==> config.mk <==
export PLATFORM = sky130hd
export DESIGN_NAME = daisy_chain_pec15_write_framer_core
export DESIGN_NICKNAME = d
export VERILOG_FILES = /design/src/hdl/dcpec_pkg.sv /design/src/hdl/daisy_chain_pec15_write_framer_core.sv
export SDC_FILE = /design/constraint.sdc
export NUM_CORES = 1
export LEC_CHECK = 0
export ABC_AREA = 1
export BUFFER_PORTS_ARGS = -buffer_cell sky130_fd_sc_hd__buf_2
export CORE_ASPECT_RATIO = 0.9
export CORE_MARGIN = 4
export CORE_UTILIZATION = 40
export CTS_BUF_LIST = sky130_fd_sc_hd__clkbuf_4
export CTS_CLUSTER_DIAMETER = 30
export DETAILED_ROUTE_END_ITERATION = 12
export HOLD_SLACK_MARGIN = 0.03
export PLACE_DENSITY = 0.63
export SYNTH_ARGS = -nofsm -noshare
export SYNTH_HDL_FRONTEND = slang
export SYNTH_SLANG_ARGS = --single-unit
==> constraint.sdc <==
create_clock -name aclk -period 3.8 [get_ports aclk]
set_input_delay 0.57 -clock aclk [delete_from_list [all_inputs] [get_ports aclk]]
set_output_delay 0.57 -clock aclk [all_outputs]
set_load 0.01 [all_outputs]
==> src/hdl/dcpec_pkg.sv <==
// Shared types, constants and the CRC-15 byte step for the daisy-chain write framer.
package dcpec_pkg;

    localparam int DEF_MAX_DEVICES = 16;
    localparam int DEF_GROUP_BYTES = 6;

    localparam logic [14:0] PEC_SEED  = 15'd16;
    localparam logic [14:0] PEC_POLY  = 15'h4599;
    localparam logic [2:0]  CMD_BYTES = 3'd2;

    // One result waiting in the output queue.
    typedef struct packed {
        logic [7:0] out_byte;
        logic       is_pec;
        logic       frame_end;
        logic       last;
    } out_item_t;

    // Advances the 15-bit remainder by one byte, most significant bit first.
    function automatic logic [14:0] crc15_byte(input logic [14:0] rem, input logic [7:0] din);
        logic [14:0] r;
        r = rem ^ {din, 7'd0};
        for (int b = 0; b < 8; b++) begin
            if (r[14]) begin
                r = {r[13:0], 1'b0} ^ PEC_POLY;
            end else begin
                r = {r[13:0], 1'b0};
            end
        end
        return r;
    endfunction

endpackage

==> src/hdl/daisy_chain_pec15_write_framer_core.sv <==
// Top level of the daisy-chain write framer: frame sequencing, PEC and output queue.
//
// Usage. Command and payload bytes enter one per transfer on the s_ channel
// (s_tdata = data byte, s_tuser = frame start). Each byte is echoed on the
// m_ channel. When the byte closes a group (two command bytes, then
// GROUP_BYTES bytes for each of ic_count devices) the echo is followed by
// the group's two PEC bytes, high byte first; m_tuser[0] marks PEC bytes,
// m_tuser[1] marks the final PEC byte of the frame and m_tlast marks the
// last result belonging to one input byte.
// Each echo is on m_ in the cycle after its input transfer. One byte per
// cycle is taken while no group closes and the receiver does not stall; a
// closing byte fills the three-entry output queue, and the next byte is
// taken as its final PEC byte leaves. The CRC step is combinational. The
// ic_count register is written through cfg_wr_en / cfg_wr_data; the user
// must do so only while the block is idle, which the block does not enforce;
// values above MAX_DEVICES act as MAX_DEVICES. Reset clears the queue,
// returns the sequencer to the command group with the PEC seed loaded and sets
// ic_count to one. When the receiver stalls, the current result holds on m_
// and s_tready drops as soon as the queue cannot take another item's results.
module daisy_chain_pec15_write_framer_core #(
    parameter int MAX_DEVICES = dcpec_pkg::DEF_MAX_DEVICES,
    parameter int GROUP_BYTES = dcpec_pkg::DEF_GROUP_BYTES
) (
    input  logic       aclk,
    input  logic       aresetn,
    input  logic       cfg_wr_en,
    input  logic [4:0] cfg_wr_data,
    input  logic       s_tvalid,
    output logic       s_tready,
    input  logic [7:0] s_tdata,   // [7:0] data_byte
    input  logic [0:0] s_tuser,   // [0] frame_start
    output logic       m_tvalid,
    input  logic       m_tready,
    output logic [7:0] m_tdata,   // [7:0] out_byte
    output logic [1:0] m_tuser,   // [0] is_pec, [1] frame_end
    output logic       m_tlast    // last result of one input byte
);
    import dcpec_pkg::*;

    localparam logic [2:0] GROUP_LEN = 3'(GROUP_BYTES);
    localparam logic [4:0] MAX_DEV   = 5'(MAX_DEVICES);

    // Configuration and sequencer state.
    logic [4:0]  ic_count_reg;
    logic [14:0] crc_reg, crc_next;
    logic [2:0]  pos_reg, pos_next;
    logic [4:0]  group_reg, group_next;

    // Output queue: entry 0 is the one presented on m_.
    out_item_t   slot_reg [3];
    logic [1:0]  cnt_reg;

    logic        s_fire, m_fire;
    logic        start;
    logic [4:0]  grp_cur;
    logic [14:0] crc_cur, crc_step;
    logic [2:0]  pos_step, glen;
    logic [4:0]  count_eff;
    logic        complete, final_grp;
    logic [15:0] pec;

    // The queue takes a new item when empty, or when its only entry leaves now.
    assign m_tvalid = (cnt_reg != 2'd0);
    assign s_tready = (cnt_reg == 2'd0) || ((cnt_reg == 2'd1) && m_tready);
    assign s_fire   = s_tvalid && s_tready;
    assign m_fire   = m_tvalid && m_tready;

    assign m_tdata  = slot_reg[0].out_byte;
    assign m_tuser  = {slot_reg[0].frame_end, slot_reg[0].is_pec};
    assign m_tlast  = slot_reg[0].last;

    // A frame start forces the command group with a fresh remainder.
    always_comb begin
        start     = s_tuser[0];
        grp_cur   = start ? 5'd0 : group_reg;
        crc_cur   = start ? PEC_SEED : crc_reg;
        crc_step  = crc15_byte(crc_cur, s_tdata);
        pos_step  = (start ? 3'd0 : pos_reg) + 3'd1;
        glen      = (grp_cur == 5'd0) ? CMD_BYTES : GROUP_LEN;
        complete  = (pos_step >= glen);
        count_eff = (ic_count_reg > MAX_DEV) ? MAX_DEV : ic_count_reg;
        final_grp = (grp_cur >= count_eff);
        pec       = {crc_step, 1'b0};

        if (complete) begin
            // The group closes: reload the seed and step to the next group,
            // or back to the command group when the frame is done.
            crc_next   = PEC_SEED;
            pos_next   = 3'd0;
            group_next = final_grp ? 5'd0 : grp_cur + 5'd1;
        end else begin
            crc_next   = crc_step;
            pos_next   = pos_step;
            group_next = grp_cur;
        end
    end

    always_ff @(posedge aclk) begin
        if (!aresetn) begin
            ic_count_reg <= 5'd1;
            crc_reg      <= PEC_SEED;
            pos_reg      <= 3'd0;
            group_reg    <= 5'd0;
            cnt_reg      <= 2'd0;
        end else begin
            if (cfg_wr_en) begin
                ic_count_reg <= cfg_wr_data;
            end
            if (s_fire) begin
                crc_reg   <= crc_next;
                pos_reg   <= pos_next;
                group_reg <= group_next;
                cnt_reg   <= complete ? 2'd3 : 2'd1;
            end else if (m_fire) begin
                cnt_reg   <= cnt_reg - 2'd1;
            end
        end
    end

    // Queue payload needs no reset; the count qualifies it.
    always_ff @(posedge aclk) begin
        if (s_fire) begin
            slot_reg[0] <= '{out_byte: s_tdata, is_pec: 1'b0, frame_end: 1'b0,
                             last: !complete};
            slot_reg[1] <= '{out_byte: pec[15:8], is_pec: 1'b1, frame_end: 1'b0,
                             last: 1'b0};
            slot_reg[2] <= '{out_byte: pec[7:0], is_pec: 1'b1, frame_end: final_grp,
                             last: 1'b1};
        end else if (m_fire) begin
            slot_reg[0] <= slot_reg[1];
            slot_reg[1] <= slot_reg[2];
        end
    end

endmodule

=== After elaboration in Yosys (flattened, before gate mapping) ===
Memories as Yosys holds them, arrays and structs flattened.
Cells that the tools add are included.

* Register bits: 30
* Memory bits (writable): 33
* Input bits: 19
* Output and inout port bits: 13
* Memories: 1

* Add/sub/neg operators: 3
* Order comparisons: 3
* Equal/unequal tests: 1
* Mux-type cells: 27
* Bitwise logic cells: 11
* Reduce and logical (&&, ||, !) cells: 9

{| class="wikitable"
|+ Memories
! memory !! words !! bits a word !! read ports !! clocked after memory_dff !! write ports !! line !! text
|-
| slot_reg || 3 || 11 || 3 || 0 || 3 || daisy_chain_pec15_write_framer_core.sv:50 || <nowiki>out_item_t slot_reg [3];</nowiki>
|}

{| class="wikitable"
|+ Operators by type and width
! operator !! count
|-
| 15-bit 2-to-1 mux || 10
|-
| 7-bit inverter || 8
|-
| 11-bit 2-to-1 mux || 2
|-
| 5-bit 2-to-1 mux || 4
|-
| 15-bit XOR || 1
|-
| 3-bit 2-to-1 mux || 3
|-
| 2-bit 2-to-1 mux || 3
|-
| 5-bit by 1-bit adder with 5-bit output (second input constant) || 1
|-
| 5-bit greater-or-equal comparator || 1
|-
| 5-bit > comparator (second input constant) || 1
|-
| 5-bit logical NOT || 1
|-
| 1-bit 2-to-1 mux || 5
|-
| 2-bit nonzero test || 2
|-
| 3-bit by 1-bit adder with 3-bit output (second input constant) || 1
|-
| 3-bit greater-or-equal comparator || 1
|-
| 1-bit logical AND || 3
|-
| 2-bit by 1-bit == test with 1-bit output (second input constant) || 1
|-
| 2-bit logical NOT || 1
|-
| 1-bit bitwise OR || 2
|-
| 2-bit by 1-bit subtractor with 2-bit output (second input constant) || 1
|-
| 1-bit logical NOT || 1
|-
| 1-bit logical OR || 1
|}

=== Logic depth before layout (Yosys ltp) ===
* Depth in word-level cells: 19
* Gate-level depth with buffers: 20
* Mapped depth without buffers: 18

=== Worst setup path after synthesis ===
OpenSTA, ideal clock, no wires.

* Kind: input-to-reg
* Start: in s_tuser
* End: reg pos_reg[0]
* Library setup time: 0.070 ns
* Data arrival time: 2.853 ns
* Required time: 3.730 ns
* Setup slack: 0.876 ns
* Cell stages on the path: 15
* Path buffers: 4
* Cell sequence: buf_6 > inv_4 > buf_12 > buf_6 > nand2_1 > inv_1 > ha_1 > xnor2_1 > ha_1 > a21oi_1 > inv_1 > nor2_1 > clkbuf_1 > o21ai_0 > a21oi_1

* Cells in the longest elaborated chain, start to end: 5

{| class="wikitable"
|+ Ends and longest elaborated chain
! item !! line !! text
|-
| start, declared || daisy_chain_pec15_write_framer_core.sv:31 || <nowiki>input logic [0:0] s_tuser,</nowiki>
|-
| parallel branches: the longest is 4 deep, another holds 3-bit by 1-bit adder with 3-bit output || -- ||
|-
| 3-bit 2-to-1 mux * || daisy_chain_pec15_write_framer_core.sv:85 || <nowiki>if (complete) begin</nowiki>
|-
| end signal, assigned || daisy_chain_pec15_write_framer_core.sv:111 || <nowiki>pos_reg <= pos_next;</nowiki>
|-
| end, declared || daisy_chain_pec15_write_framer_core.sv:46 || <nowiki>logic [2:0] pos_reg, pos_next;</nowiki>
|}

Every way passes the cells marked *.
A chain may end at the register's enable or synchronous reset.

=== Worst setup path after layout ===
* Start: in s_tuser
* End: reg crc_reg[9]

* Cells in the longest elaborated chain, start to end: 15

{| class="wikitable"
|+ Ends and longest elaborated chain
! item !! line !! text
|-
| 15-bit 2-to-1 mux || daisy_chain_pec15_write_framer_core.sv:76 || <nowiki>crc_cur = start ? PEC_SEED : crc_reg;</nowiki>
|-
| 15-bit XOR || dcpec_pkg.sv:22 || <nowiki>r = rem ^ {din, 7'd0};</nowiki>
|-
| 15-bit 2-to-1 mux / 7-bit inverter (equally long branches) || -- ||
|-
| 7-bit inverter (no source line) / 15-bit 2-to-1 mux (equally long branches) || -- ||
|-
| 15-bit 2-to-1 mux || dcpec_pkg.sv:24 || <nowiki>if (r[14]) begin</nowiki>
|-
| 7-bit inverter (no source line) || -- ||
|-
| 15-bit 2-to-1 mux (3 in series) || dcpec_pkg.sv:24 ||
|-
| 7-bit inverter (no source line) || -- ||
|-
| 15-bit 2-to-1 mux || dcpec_pkg.sv:24 ||
|-
| 7-bit inverter (no source line) || -- ||
|-
| 15-bit 2-to-1 mux (2 in series) || dcpec_pkg.sv:24 ||
|-
| 15-bit 2-to-1 mux * || daisy_chain_pec15_write_framer_core.sv:85 ||
|-
| end signal, assigned || daisy_chain_pec15_write_framer_core.sv:110 || <nowiki>crc_reg <= crc_next;</nowiki>
|-
| end, declared || daisy_chain_pec15_write_framer_core.sv:45 || <nowiki>logic [14:0] crc_reg, crc_next;</nowiki>
|}

Mark *: on every way between the ends. The rest lies on a longest branch, timed or not.

==> flow_summary.json <==
{
  "synth_compound_area_frac": 0.0779,
  "ys_seq_area_frac": 0.420,
  "slowest_stage": "or2_2",
  "syn-instance-count": 408,
  "die_w_um": 107,
  "synth_area_leader_cell": "edfxtp_1",
  "hold_path.class": "input port to flip-flop",
  "skew_ns": 0.0224,
  "rsz0062_at_grt": "no",
  "setup_viol": 0,
  "worst_slew_pin_slew_ns": 0.692,
  "die_h_um": 96.7,
  "grt_pass1_vias": 2439,
  "status": "finished, final reports clean",
  "cts_setup_buffers": 0,
  "finalMaxSlewViolations": 0,
  "register_area_um2": 1470,
  "dpl-instance-area_um2": 3690,
  "fin_ws_ns": 1.16,
  "r2r-end": "crc_reg[9]",
  "grt_pass1_wl_mm": 11.6,
  "p_per_area_nw_per_um2": 732,
  "dieArea_um2": 10300,
  "hold_buffers": 0,
  "finalSetupTns_ns": 0,
  "r2r-start": "group_reg[0]",
  "htreeDepth": 3,
  "cts_tree": "built",
  "numCtsBuffers": 9,
  "track_usage": 0.141,
  "layout-drive-gt1-share": 0.217,
  "place.gp.congestion": 0.924,
  "min_period_over_period": 0.695,
  "ff2ff_path_depth": 14,
  "cp-start-kind": "input port",
  "wl_met2_mm": 2.99,
  "top_layer_used": "met4",
  "ios": 32,
  "vias": 2640,
  "timing.max_cap.violations": 0,
  "yosys.area_share.simple": 0.278,
  "synth_mux_area_frac": 0,
  "clockBufferDepth": 2,
  "cp.arrival_ns": 2.97,
  "crit_top_cell": "inv_1",
  "hold-worst-slack_ns": 0.381,
  "wl_mm": 7.06,
  "final_core_util": 0.446,
  "syn2layout_area_growth_pct": 9.22,
  "synth_edf_count": 29,
  "largest_reg_flops": 29,
  "syn_area_um2": 3500,
  "relSlewSlack": 0.538,
  "port_buffers": 31,
  "min-delay-start": "cfg_wr_data[0]",
  "drt_iter0_drc": 179,
  "synth-xor-area-share": 0.0854,
  "met3_length_um": 295,
  "crit_fanout": 20,
  "core_um2": 8570,
  "synth_cell_types": 38,
  "rrSetupSlack_ns": 1.30,
  "ant_nets": 0,
  "cp_cell_sequence": "buf_2 -> inv_4 -> nand2_1 -> inv_1 -> ha_1 -> xnor2_1 -> ha_1 -> a21oi_1 -> inv_1 -> nor2_1 -> buf_4 -> inv_1 -> or2_2 -> a21oi_1",
  "yosysWarnings": 0,
  "fin_crit_ns": 2.64,
  "cp-end-kind": "flip-flop",
  "dominantRegCellSynth": "dfxtp_1",
  "wl_per_cell_um": 12.7,
  "slowest_delay_ns": 0.29,
  "fmax_mhz": 378,
  "postCtsResizedCells": 0,
  "start_util": 0.408,
  "multi_input_area_um2": 1700,
  "dp_hpwl_mm": 5.16,
  "grt.overflow.total": 0,
  "synthesis.nets": 439,
  "p_total_mw": 2.80,
  "firstDrtPassIters": 4,
  "dp_slack_ns": 0.740,
  "grt_max_degree": 26,
  "syn_area_per_cell_um2": 8.58,
  "diodes": 0,
  "rows": 32,
  "design_area_um2": 3820,
  "hold_end": "ic_count_reg[0]",
  "dp.cells": 540,
  "hold_violations": 0,
  "crit_type": "input port to flip-flop",
  "cts_root_buffer": "clkbuf_4",
  "synth_top_family_by_area": "simple AND/OR/NAND/NOR gates",
  "drc_errors": 0,
  "nFillCells": 843,
  "p_leak_nw": 1.66,
  "via_per_inst": 4.75,
  "synth_top_area_frac": 0.249,
  "instances_no_fill": 556,
  "met1_length_mm": 3.62,
  "ir_worst_vdd_mv": 0.246,
  "clkTransAtPathRegs_ns": 0.10,
  "synth_area_leaders": "edfxtp_1 25%, dfxtp_1 17%, nand2_1 11%, inv_1 4.5%, ha_1 4.3%",
  "cts_num_sinks": 59,
  "ys_async_sr_fraction": 0,
  "synth_seq_cells": 59,
  "crit_required_ns": 4.13,
  "layout.nets": 463,
  "hold_depth": 3,
  "grt_antenna_before_repair": 0,
  "synthAdderAreaFrac": 0.0429,
  "clkLatencyLatePin_ns": 0.41
}
-- cells in the mapped netlist (2+ instances only) --
master    number
nand2_1      102
inv_1         42
dfxtp_1       30
edfxtp_1      29
nand3_1       27
a21oi_1       23
nor2_1        20
o21ai_0       17
xor2_1        14
nand2_2       13
ha_1          12
buf_4         10
clkbuf_1       9
nand3_2        8
nand2_4        7
xnor2_1        7
nand3_4        4
nand3b_1       3
o211ai_1       3
o21a_1         3
buf_6          2
inv_2          2
inv_4          2
nor3_1         2
or2_1          2
or2_2          2
xnor2_4        2
-- layout make-up --
type	instances	share of cell area
multi-input combinational	280	0.445
sequential	59	0.385
timing repair buffer	35	0.0484
inverter	47	0.0475
tap	119	0.0390
clock inverter	7	0.0180
clock buffer	9	0.0177
-- routing by layer --
layer | GRT usage | vias up
met3 | 0.0254 | 12
met2 | 0.199 | 62
met5 | 0 | -
met4 | 0.0678 | 0
met1 | 0.208 | 1195
li1 | - | 1371
-- where the power goes --
part | switching [mW] | leakage, nW | total, mW | internal (mW)
clock | 0.250 | 0.0717 | 0.448 | 0.198
sequential | 0.0785 | 0.527 | 1.04 | 0.966
combinational | 0.853 | 1.07 | 1.31 | 0.454
total | 1.18 | 1.66 | 2.80 | 1.62
-- layout by cell type, fill, tap and decap left out, types with 8 or more instances in the layout --
cell / synthesis / layout
a21oi_1: 23 / 23
clkbuf_4: 0 / 9
xor2_1: 14 / 14
dfxtp_1: 30 / 30
nand3_2: 8 / 8
nand2_2: 13 / 13
edfxtp_1: 29 / 29
inv_1: 42 / 42
buf_2: 0 / 31
ha_1: 12 / 12
nor2_1: 20 / 20
nand3_1: 27 / 27
o21ai_0: 17 / 16
nand2_1: 102 / 102
-- how the worst max path moves through the flow --
stage                     cells past startpoint  startpoint          to
after detailed placement                     14     s_tuser  crc_reg[9]
after global placement                       14     s_tuser  crc_reg[9]
after floorplan                              15     s_tuser  pos_reg[0]
after CTS                                    14     s_tuser  crc_reg[9]
after global routing                         14     s_tuser  crc_reg[9]
final                                        14     s_tuser  crc_reg[9]
-- cell families after synthesis --
group,count (synthesis)
DFF,59
and+or+nand+nor,192
xor gates and xnor gates,26
AOI/OAI and AO/OA,50
adders and majority gates,12
buffers and inverters,69
-- critical path, delay by kind of cell --
family	cells	cell delay, ns
adder cells (fa/ha/maj)	2	0.47
AND/OR/NAND/NOR	3	0.52
AO/OA/AOI/OAI	2	0.32
XOR/XNOR	1	0.23
buffers and inverters	6	0.86
No activity file was read; power rests on OpenSTA's default activity.
